$ cat config.mk
export PLATFORM = sky130hd
export DESIGN_NAME = irrigation_pump_controller_top
export DESIGN_NICKNAME = d
export VERILOG_FILES = /design/src/rtl/ipc_pkg.sv /design/src/rtl/irrigation_pump_controller_top.sv /design/src/rtl/ipc_cfg_regs.sv /design/src/rtl/ipc_core.sv
export SDC_FILE = /design/constraint.sdc
export NUM_CORES = 1
export LEC_CHECK = 0
export BUFFER_PORTS_ARGS = -buffer_cell sky130_fd_sc_hd__buf_2
export CAP_MARGIN = 10
export CORE_MARGIN = 2
export CORE_UTILIZATION = 60
export CTS_CLUSTER_SIZE = 30
export DETAILED_ROUTE_END_ITERATION = 6
export PLACE_DENSITY = 0.79
export SLEW_MARGIN = 40
export SYNTH_ARGS = -nofsm -noshare
export SYNTH_HDL_FRONTEND = slang
export SYNTH_SLANG_ARGS = --single-unit
$ cat constraint.sdc
create_clock -name aclk -period 14.15 [get_ports aclk]
set_clock_uncertainty 0.15 [all_clocks]
set_input_delay 2.83 -clock aclk [delete_from_list [all_inputs] [get_ports aclk]]
set_output_delay 2.83 -clock aclk [all_outputs]
set_load 0.01 [all_outputs]
$ cat src/rtl/ipc_pkg.sv
// Shared types, register indexes and constants for the irrigation pump controller.
package ipc_pkg;

    localparam int unsigned TIME_W     = 32;
    localparam int unsigned MOIST_W    = 10;
    localparam int unsigned LED_W      = 2;
    localparam int unsigned CFG_IDX_W  = 3;
    localparam int unsigned CFG_DATA_W = 32;
    localparam int unsigned S_TDATA_W  = 48;
    localparam int unsigned M_TDATA_W  = 8;

    localparam logic [CFG_IDX_W-1:0] REG_MOISTURE_LOW  = 3'd0;
    localparam logic [CFG_IDX_W-1:0] REG_MOISTURE_HIGH = 3'd1;
    localparam logic [CFG_IDX_W-1:0] REG_MIN_GAP_MS    = 3'd2;
    localparam logic [CFG_IDX_W-1:0] REG_MAX_RUN_MS    = 3'd3;
    localparam logic [CFG_IDX_W-1:0] REG_MANUAL_RUN_MS = 3'd4;

    localparam logic [MOIST_W-1:0] MOISTURE_LOW_RST  = 10'd300;
    localparam logic [MOIST_W-1:0] MOISTURE_HIGH_RST = 10'd600;
    localparam logic [TIME_W-1:0]  MIN_GAP_MS_RST    = 32'd600000;
    localparam logic [TIME_W-1:0]  MAX_RUN_MS_RST    = 32'd30000;
    localparam logic [TIME_W-1:0]  MANUAL_RUN_MS_RST = 32'd10000;

    localparam logic [LED_W-1:0] LED_IDLE    = 2'd0;
    localparam logic [LED_W-1:0] LED_PUMPING = 2'd1;
    localparam logic [LED_W-1:0] LED_ALERT   = 2'd2;

    typedef struct packed {
        logic [MOIST_W-1:0] moisture_low;
        logic [MOIST_W-1:0] moisture_high;
        logic [TIME_W-1:0]  min_gap_ms;
        logic [TIME_W-1:0]  max_run_ms;
        logic [TIME_W-1:0]  manual_run_ms;
    } cfg_t;

    typedef struct packed {
        logic               pump_press;
        logic               mode_press;
        logic [MOIST_W-1:0] moisture;
        logic [TIME_W-1:0]  now_ms;
    } item_t;

    typedef struct packed {
        logic [LED_W-1:0] led_state;
        logic             pump_on;
        logic             manual_mode;
    } result_t;

endpackage

$ cat src/rtl/irrigation_pump_controller_top.sv
// Top level: stream input register, controller core, result register, config port.
//
//  channel  | dir | handshake             | payload
//  s_       | in  | s_tvalid / s_tready   | s_tdata 48b: now_ms, moisture, mode_press, pump_press
//  m_       | out | m_tvalid / m_tready   | m_tdata 8b: manual_mode, pump_on, led_state
//  cfg_     | in  | cfg_valid / cfg_ready | cfg_index 3b, cfg_data 32b
//
// One transaction per cycle sustained while m_tready is high; s_ data passes the input
// register, the single update pass and the result register on its way to m_.
// Synchronous active-low reset clears valids, controller state and config to defaults.
// A stalled m_ side holds the result; the input register still takes one more
// transaction, then s_tready drops until the result is taken. cfg_ready is always high.
module irrigation_pump_controller_top (
    input  logic                                aclk,
    input  logic                                aresetn,
    input  logic                                s_tvalid,
    output logic                                s_tready,
    // [31:0] now_ms, [41:32] moisture, [42] mode_press, [43] pump_press, [47:44] unused
    input  logic [ipc_pkg::S_TDATA_W-1:0]       s_tdata,
    output logic                                m_tvalid,
    input  logic                                m_tready,
    // [0] manual_mode, [1] pump_on, [3:2] led_state, [7:4] zero
    output logic [ipc_pkg::M_TDATA_W-1:0]       m_tdata,
    input  logic                                cfg_valid,
    output logic                                cfg_ready,
    input  logic [ipc_pkg::CFG_IDX_W-1:0]       cfg_index,
    input  logic [ipc_pkg::CFG_DATA_W-1:0]      cfg_data
);

    ipc_pkg::cfg_t     cfg;
    ipc_pkg::item_t    item_reg;
    ipc_pkg::result_t  result;
    ipc_pkg::result_t  out_reg;
    logic              in_valid_reg, in_valid_next;
    logic              out_valid_reg, out_valid_next;
    logic              advance;
    logic              fire;

    assign cfg_ready = 1'b1;

    ipc_cfg_regs u_cfg (
        .aclk     (aclk),
        .aresetn  (aresetn),
        .wr_en    (cfg_valid && cfg_ready),
        .wr_index (cfg_index),
        .wr_data  (cfg_data),
        .cfg      (cfg)
    );

    assign advance  = !out_valid_reg || m_tready;
    assign fire     = in_valid_reg && advance;
    assign s_tready = !in_valid_reg || advance;

    assign in_valid_next  = s_tready ? s_tvalid : in_valid_reg;
    assign out_valid_next = advance ? in_valid_reg : out_valid_reg;

    always_ff @(posedge aclk) begin
        if (!aresetn) begin
            in_valid_reg  <= 1'b0;
            out_valid_reg <= 1'b0;
        end else begin
            in_valid_reg  <= in_valid_next;
            out_valid_reg <= out_valid_next;
        end
    end

    always_ff @(posedge aclk) begin
        if (s_tvalid && s_tready) begin
            item_reg <= s_tdata[$bits(ipc_pkg::item_t)-1:0];
        end
        if (fire) begin
            out_reg <= result;
        end
    end

    ipc_core u_core (
        .aclk    (aclk),
        .aresetn (aresetn),
        .cfg     (cfg),
        .item    (item_reg),
        .fire    (fire),
        .result  (result)
    );

    assign m_tvalid = out_valid_reg;
    assign m_tdata  = {{(ipc_pkg::M_TDATA_W - $bits(ipc_pkg::result_t)){1'b0}}, out_reg};

endmodule

$ cat src/rtl/ipc_cfg_regs.sv
// Configuration register file with write decoder.
module ipc_cfg_regs (
    input  logic                                aclk,
    input  logic                                aresetn,
    input  logic                                wr_en,
    input  logic [ipc_pkg::CFG_IDX_W-1:0]       wr_index,
    input  logic [ipc_pkg::CFG_DATA_W-1:0]      wr_data,
    output ipc_pkg::cfg_t                       cfg
);

    ipc_pkg::cfg_t cfg_reg;
    ipc_pkg::cfg_t cfg_next;

    always_comb begin
        cfg_next = cfg_reg;
        if (wr_en) begin
            unique case (wr_index)
                ipc_pkg::REG_MOISTURE_LOW:  cfg_next.moisture_low  = wr_data[ipc_pkg::MOIST_W-1:0];
                ipc_pkg::REG_MOISTURE_HIGH: cfg_next.moisture_high = wr_data[ipc_pkg::MOIST_W-1:0];
                ipc_pkg::REG_MIN_GAP_MS:    cfg_next.min_gap_ms    = wr_data[ipc_pkg::TIME_W-1:0];
                ipc_pkg::REG_MAX_RUN_MS:    cfg_next.max_run_ms    = wr_data[ipc_pkg::TIME_W-1:0];
                ipc_pkg::REG_MANUAL_RUN_MS: cfg_next.manual_run_ms = wr_data[ipc_pkg::TIME_W-1:0];
                default: ;
            endcase
        end
    end

    always_ff @(posedge aclk) begin
        if (!aresetn) begin
            cfg_reg.moisture_low  <= ipc_pkg::MOISTURE_LOW_RST;
            cfg_reg.moisture_high <= ipc_pkg::MOISTURE_HIGH_RST;
            cfg_reg.min_gap_ms    <= ipc_pkg::MIN_GAP_MS_RST;
            cfg_reg.max_run_ms    <= ipc_pkg::MAX_RUN_MS_RST;
            cfg_reg.manual_run_ms <= ipc_pkg::MANUAL_RUN_MS_RST;
        end else begin
            cfg_reg <= cfg_next;
        end
    end

    assign cfg = cfg_reg;

endmodule

$ cat src/rtl/ipc_core.sv
// Controller state and the per-item update of mode, pump, LED and run timers.
module ipc_core (
    input  logic              aclk,
    input  logic              aresetn,
    input  ipc_pkg::cfg_t     cfg,
    input  ipc_pkg::item_t    item,
    input  logic              fire,
    output ipc_pkg::result_t  result
);

    logic                          mode_reg, mode_next;
    logic                          pump_reg, pump_next;
    logic [ipc_pkg::LED_W-1:0]     led_reg, led_next;
    logic [ipc_pkg::TIME_W-1:0]    run_start_reg, run_start_next;
    logic [ipc_pkg::TIME_W-1:0]    last_end_reg, last_end_next;

    logic                          low;
    logic [ipc_pkg::TIME_W-1:0]    since_end;
    logic [ipc_pkg::TIME_W-1:0]    since_start;

    always_comb begin
        mode_next      = mode_reg;
        pump_next      = pump_reg;
        led_next       = led_reg;
        run_start_next = run_start_reg;
        last_end_next  = last_end_reg;
        low            = item.moisture < cfg.moisture_low;
        since_end      = item.now_ms - last_end_reg;

        if (item.mode_press) begin
            if (!mode_reg) begin
                mode_next = 1'b1;
                if (pump_reg) begin
                    pump_next = 1'b0;
                    if (led_reg == ipc_pkg::LED_PUMPING) begin
                        led_next = ipc_pkg::LED_IDLE;
                    end
                end
            end else begin
                mode_next = 1'b0;
            end
        end

        if (item.pump_press && mode_next) begin
            pump_next      = 1'b1;
            run_start_next = item.now_ms;
            led_next       = ipc_pkg::LED_PUMPING;
        end

        if (!mode_next) begin
            if (!pump_next && low && (since_end > cfg.min_gap_ms)) begin
                pump_next      = 1'b1;
                led_next       = ipc_pkg::LED_PUMPING;
                run_start_next = item.now_ms;
            end
        end

        since_start = item.now_ms - run_start_next;

        if (!mode_next) begin
            if (pump_next && ((item.moisture >= cfg.moisture_high) ||
                              (since_start >= cfg.max_run_ms))) begin
                pump_next     = 1'b0;
                last_end_next = item.now_ms;
                led_next      = ipc_pkg::LED_IDLE;
            end
            if (low && !pump_next) begin
                led_next = ipc_pkg::LED_ALERT;
            end
        end else begin
            if (pump_next && (since_start >= cfg.manual_run_ms)) begin
                pump_next = 1'b0;
                led_next  = low ? ipc_pkg::LED_ALERT : ipc_pkg::LED_IDLE;
            end
        end
    end

    always_ff @(posedge aclk) begin
        if (!aresetn) begin
            mode_reg      <= 1'b0;
            pump_reg      <= 1'b0;
            led_reg       <= ipc_pkg::LED_IDLE;
            run_start_reg <= '0;
            last_end_reg  <= '0;
        end else if (fire) begin
            mode_reg      <= mode_next;
            pump_reg      <= pump_next;
            led_reg       <= led_next;
            run_start_reg <= run_start_next;
            last_end_reg  <= last_end_next;
        end
    end

    assign result.manual_mode = mode_next;
    assign result.pump_on     = pump_next;
    assign result.led_state   = led_next;

endmodule

* Word-level counts from Yosys, hierarchy flattened
Index checks and enable logic that the tools add are counted.
** Word-level totals
- Input bits :: 88
- Register bits after elaboration :: 234
- Word-level logic and storage cells :: 80
** Operators by class
- $add $sub $neg :: 2
- Reduce and logical (&&, ||, !) cells :: 22
- Equal/unequal tests :: 5
- $lt $le $gt $ge :: 5
- Bitwise gates (word level) :: 1
- Multiplexer cells :: 26
** Operators by type and width (number)
- 32-bit two-way mux :: 3
- 32-bit greater-or-equal comparator :: 2
- 32-bit subtractor :: 2
- 32-bit > comparator :: 1
- 2-bit two-way mux :: 12
- 1-bit two-way mux :: 11
- 10-bit greater-or-equal comparator :: 1
- 10-bit less-than comparator :: 1
- 2-bit AND reduction :: 5
- 1-bit logical AND :: 8
- 3-bit by 2-bit equality test with 1-bit output, second input constant :: 2
- 1-bit logical NOT :: 4
- 3-bit by 1-bit equality test with 1-bit output, second input constant :: 1
- 3-bit equality test, second input constant :: 1
- 3-bit logical NOT :: 1
- 1-bit logical OR :: 3
- 3-bit AND reduction :: 1
- 2-bit by 1-bit equality test with 1-bit output, second input constant :: 1
- 1-bit inverter :: 1

* Logic depth before layout (Yosys ltp)
- Depth after elaboration :: 19
- Depth in mapped cells :: 52
- Gate-level depth less buffers :: 50

* By module
From an unflattened synthesis, not the netlist that was laid out.
** Unflattened totals
- Cell total of the unflattened synthesis :: 1653
- Area total of the unflattened synthesis :: 14945.6 µm²
** Modules (own cells, without submodules)
- ipc_core :: area each 8933.6 µm², cells each 1159, sequential area each 1361.3 µm², instances 1
- ipc_cfg_regs :: area each 4421.7 µm², cells each 430, sequential area each 2322.2 µm², instances 1
- irrigation_pump_controller_top :: area each 1590.3 µm², cells each 64, sequential area each 1481.4 µm², instances 1

* Worst setup path after synthesis
OpenSTA, ideal clock, no wires.
- Path kind :: flip-flop to flip-flop
- Start point :: register item_reg[0] (netlist name)
- End point :: register out_reg (netlist bit m_tdata[3]), data pin
- Setup time :: 259 ps
- Path buffers :: 2
- Stages on the path, launching flop included :: 49
- Path slack :: 4846 ps
- Clock period less this slack :: 9304 ps
- Arrival :: 8895 ps
- Cells stage by stage :: edfxtp_1 inv_1 ha_1 inv_1 fa_1 a21o_1 nand2_1 a21boi_1 o311a_1 o21ai_1 a31oi_1 a21o_1 a211oi_2 nor2b_1 a221oi_1 xnor2_1 ha_1 nand4_1 [13 not listed] a31o_2 o221a_1 a21oi_2 o21bai_1 a21oi_1 xnor2_1 ha_1 a21o_1 a21o_1 a21o_1 a21o_1 a21o_1 a21o_1 a21oi_1 o31a_1 mux2i_1 a221oi_2 inv_1
** RTL lines
- start: declaration :: line irrigation_pump_controller_top.sv:31 : ipc_pkg::item_t item_reg;
- start signal: assignment :: line irrigation_pump_controller_top.sv:69 : item_reg <= s_tdata[$bits(ipc_pkg::item_t)-1:0];
- end signal: assignment :: line irrigation_pump_controller_top.sv:72 : out_reg <= result;
- end: declaration :: line irrigation_pump_controller_top.sv:33 : ipc_pkg::result_t out_reg;

* Worst setup path after layout
- Start point :: register item_reg[1] (netlist name)
- End point :: register u_core.last_end_reg[26] (netlist name)
** Between the ends
- Word-level cells in the longest chain between the ends :: 10
** RTL lines
- 32-bit subtractor :: line ipc_core.sv:28 : since_end = item.now_ms - last_end_reg;
- 32-bit > comparator :: line ipc_core.sv:51 : if (!pump_next && low && (since_end > cfg.min_gap_ms)) begin
- 1-bit logical AND :: line ipc_core.sv:51
- 32-bit two-way mux :: line ipc_core.sv:51
- 32-bit two-way mux :: line ipc_core.sv:50 : if (!mode_next) begin
- 32-bit subtractor :: line ipc_core.sv:58 : since_start = item.now_ms - run_start_next;
- 32-bit greater-or-equal comparator :: line ipc_core.sv:62 : (since_start >= cfg.max_run_ms))) begin
- 1-bit logical OR :: line ipc_core.sv:61 : if (pump_next && ((item.moisture >= cfg.moisture_high) ||
- 1-bit logical AND (*) :: line ipc_core.sv:61
- 3-bit AND reduction (no line) (*)
- end signal: assignment :: line ipc_core.sv:90 : last_end_reg <= last_end_next;
- end: declaration :: line ipc_core.sv:15 : logic [ipc_pkg::TIME_W-1:0] last_end_reg, last_end_next;
Every way passes the cells marked *; elsewhere a longest branch is shown, timed or not.
A chain may end at the register's enable or synchronous reset.

==> qor.txt <==
Vias in the first global route -> 11700
Global-route wire length before repair -> 56900 um
HP Class -> flop to flop
Max-slew violations -> 0
Routed wire length -> 35000 um
Gr ovfl total -> 0
Setup violations, final -> 0
Number of max-cap violations -> 0
Area delta synth->final -> 11.0%
Drt via density -> 5.70
Post-CTS Resized -> 0
Unrepaired setup endpoints after global routing -> no
Critical path startpoint category -> flop
Hold worst-path end -> u_cfg.cfg[16]
DRT Pass-1 Iters -> 5
Seq/Total Area, Yosys -> 35.0%
Most frequent cells in the layout -> nand2_1 (271), dfxtp_1 (186), ha_1 (177)
# fillers -> 2007
Status -> completed
Post-layout nets -> 2005
Initial antenna violation count -> 1
Port Buffers -> 89
Htree depth -> 1
Tcrit/Tclk final -> 84.6%
Critical path type -> flop to flop
Distinct cells, synth -> 80
Startpoint of the worst hold path -> u_cfg.cfg[16]
Total clock buffers created by CTS -> 27
Static Leak -> 6.80 nW
YS warnings -> 0
Worst-path clk slew -> 60 ps
Register bit count reported by yosys -> 234
DRT iter0 DRCs -> 833
# DRC -> 0
Placed cell areas -> 15400 um^2
Clock root buffer -> clkbuf_16
Largest net degree at the start of global routing -> 115
Post-synth ARST share -> 0%
Number of synthesized flops with an enable pin -> 48
R2R Setup Slk -> 2170 ps
Worst path max stage delay -> 660 ps
Crit path capture type -> flop
Hold buffers post-CTS -> 0
Worst Setup SP -> item_reg[1]
R2R depth -> 43
Area of the core -> 24200 um^2
Reg2Reg Launch Point -> item_reg[1]
Overall Global Routing Usage -> 26.9%
Worst rel slew slack -> 47.5%
Area contributors post-synth -> dfxtp_1 (25%), ha_1 (15%), edfxtp_1 (9.8%)
Mapped Avg Cell Area -> 8.82 um^2
Main flop type after synthesis -> dfxtp_1
Critical Path Slowest Stage Cell -> nor4_2
Initial core utilization -> 60.9%
Number of flip-flops under the largest register name -> 116
ANT nets after route -> 0
Worst Max-Slew Pin Slew -> 788 ps
Clock Tree Buf Depth -> 3
Die width -> 161 um
Total number of vias -> 11900
# IOs -> 99
Row Count -> 57
Cell taking the most area after synthesis -> dfxtp_1
WL per Instance -> 16.8 um
Design Area, Final -> 16400 um^2
Die Area -> 25900 um^2
Yosys top cell area share -> 25.2%
Final setup TNS -> 0 ps
TritonCTS clock tree -> yes
Placer Congestion -> 0.880
Time the worst path needs with I/O delays and setup -> 11980 ps
Die height -> 161 um
Worst endpoint required time -> 14480 ps
Worst Hold Depth -> 2
R2R Path End -> u_core.last_end_reg[26]
Crit path DAT -> 12310 ps
Final HPWL DP -> 25500 um
Clk_lat worst skew -> 560 ps
Fmax achieved -> 0.0835 GHz
PwrDens -> 126 nW/um^2
Worst-path maximum fanout -> 40
Cells after synthesis -> 1674
Fin. Hold Viols -> 0
Area of the mapped netlist -> 14800 um^2
Sink Count -> 234
Share of cells above drive strength 1 -> 10.3%
Most common cell after layout, fill and taps aside -> nand2_1
Max VDD drop -> 106 uV
Post-CTS setup buffer count -> 0
==> cells by family after synthesis <==
logic type,after synthesis,synth area share (%)
buffers and inverters,230,6.24
AO/OA/AOI/OAI,416,20.2
XOR/XNOR,57,3.38
multiplexers,66,4.51
flip-flops,234,35.0
other,2,0.0508
adder cells (fa/ha/maj),179,15.3
AND/OR/NAND/NOR,490,15.4
==> metrics by stage <==
step / hold slack [ps] / total power, mW / utilization, % / setup slack, ps / std cells
after floorplan: 293 / 1.17 / - / 4850 / 1677
after global placement: 302 / 1.29 / 63.6 / 2260 / 2033
after detailed placement: 309 / 1.31 / 63.6 / 2370 / 2033
after CTS: 316 / 2.08 / 67.6 / 2320 / 2083
after global routing: 335 / 2.18 / 67.6 / 1500 / 2084
final: 312 / 2.07 / 67.6 / 2170 / 2084
==> final cells by class <==
cell class | count | area (um^2) | share of cell area (%)
antenna | 1 | 2.50 | 0.0153
inverter | 163 | 612 | 3.73
timing repair buffer | 99 | 527 | 3.21
clock inverter | 17 | 250 | 1.53
multi-input combinational | 1213 | 8720 | 53.2
clock buffer | 33 | 718 | 4.38
tap | 324 | 405 | 2.47
sequential | 234 | 5160 | 31.5
==> cell usage after synthesis (3+ instances only) <==
library cell	number
a2111oi_0	4
a211oi_1	3
a211oi_2	3
a21boi_0	92
a21boi_1	4
a21o_1	51
a21oi_1	85
a21oi_2	3
a221oi_1	3
a31o_2	3
a31oi_1	7
and2_1	8
and3_1	9
and4_1	3
buf_4	9
buf_6	3
clkbuf_1	52
dfxtp_1	186
edfxtp_1	48
ha_1	177
inv_1	161
mux2i_1	64
nand2_1	271
nand2b_1	16
nand3_1	20
nand4_1	21
nor2_1	47
nor2b_1	58
nor3_1	10
nor4_1	6
o211a_1	29
o211ai_1	34
o21a_1	12
o21ai_0	36
o21ai_1	12
o21bai_1	6
o311a_1	3
or2_2	6
xnor2_1	42
xor2_1	15
==> routing by layer <==
layer / vias to the layer above / share of wire [%] / track usage [%]
li1: 5938 / - / -
met1: 5552 / 46 / 36.0
met2: 306 / 45 / 44.3
met3: 79 / 5.1 / 3.80
met4: 0 / 3.7 / 10.1
met5: - / 0 / 0
==> worst max path at each step <==
stage	slack [ps]	end
global route	1500	u_core.last_end_reg[19]
floorplan	4850	m_tdata[3]
global placement	2260	u_core.last_end_reg[25]
detailed placement	2370	u_core.last_end_reg[30]
CTS	2320	u_core.last_end_reg[21]
finish	2170	u_core.last_end_reg[26]
==> power breakdown <==
| part | switching (mW) | internal [mW] | total, mW | leakage [nW] |
|---|---|---|---|---|
| clock | 0.288 | 0.471 | 0.759 | 0.476 |
| combinational | 0.337 | 0.248 | 0.585 | 4.35 |
| sequential | 0.0183 | 0.709 | 0.727 | 1.98 |
==> critical path: cells and delay by family (launching register included) <==
| kind | cells | cell delay (ps) |
|---|---|---|
| multiplexers | 2 | 570 |
| adder cells (fa/ha/maj) | 4 | 1280 |
| AND/OR/NAND/NOR | 7 | 2180 |
| flip-flops | 1 | 520 |
| buffers and inverters | 1 | 320 |
| AO/OA/AOI/OAI | 27 | 6560 |
| XOR/XNOR | 2 | 310 |
No activity file was read; power rests on OpenSTA's default activity.
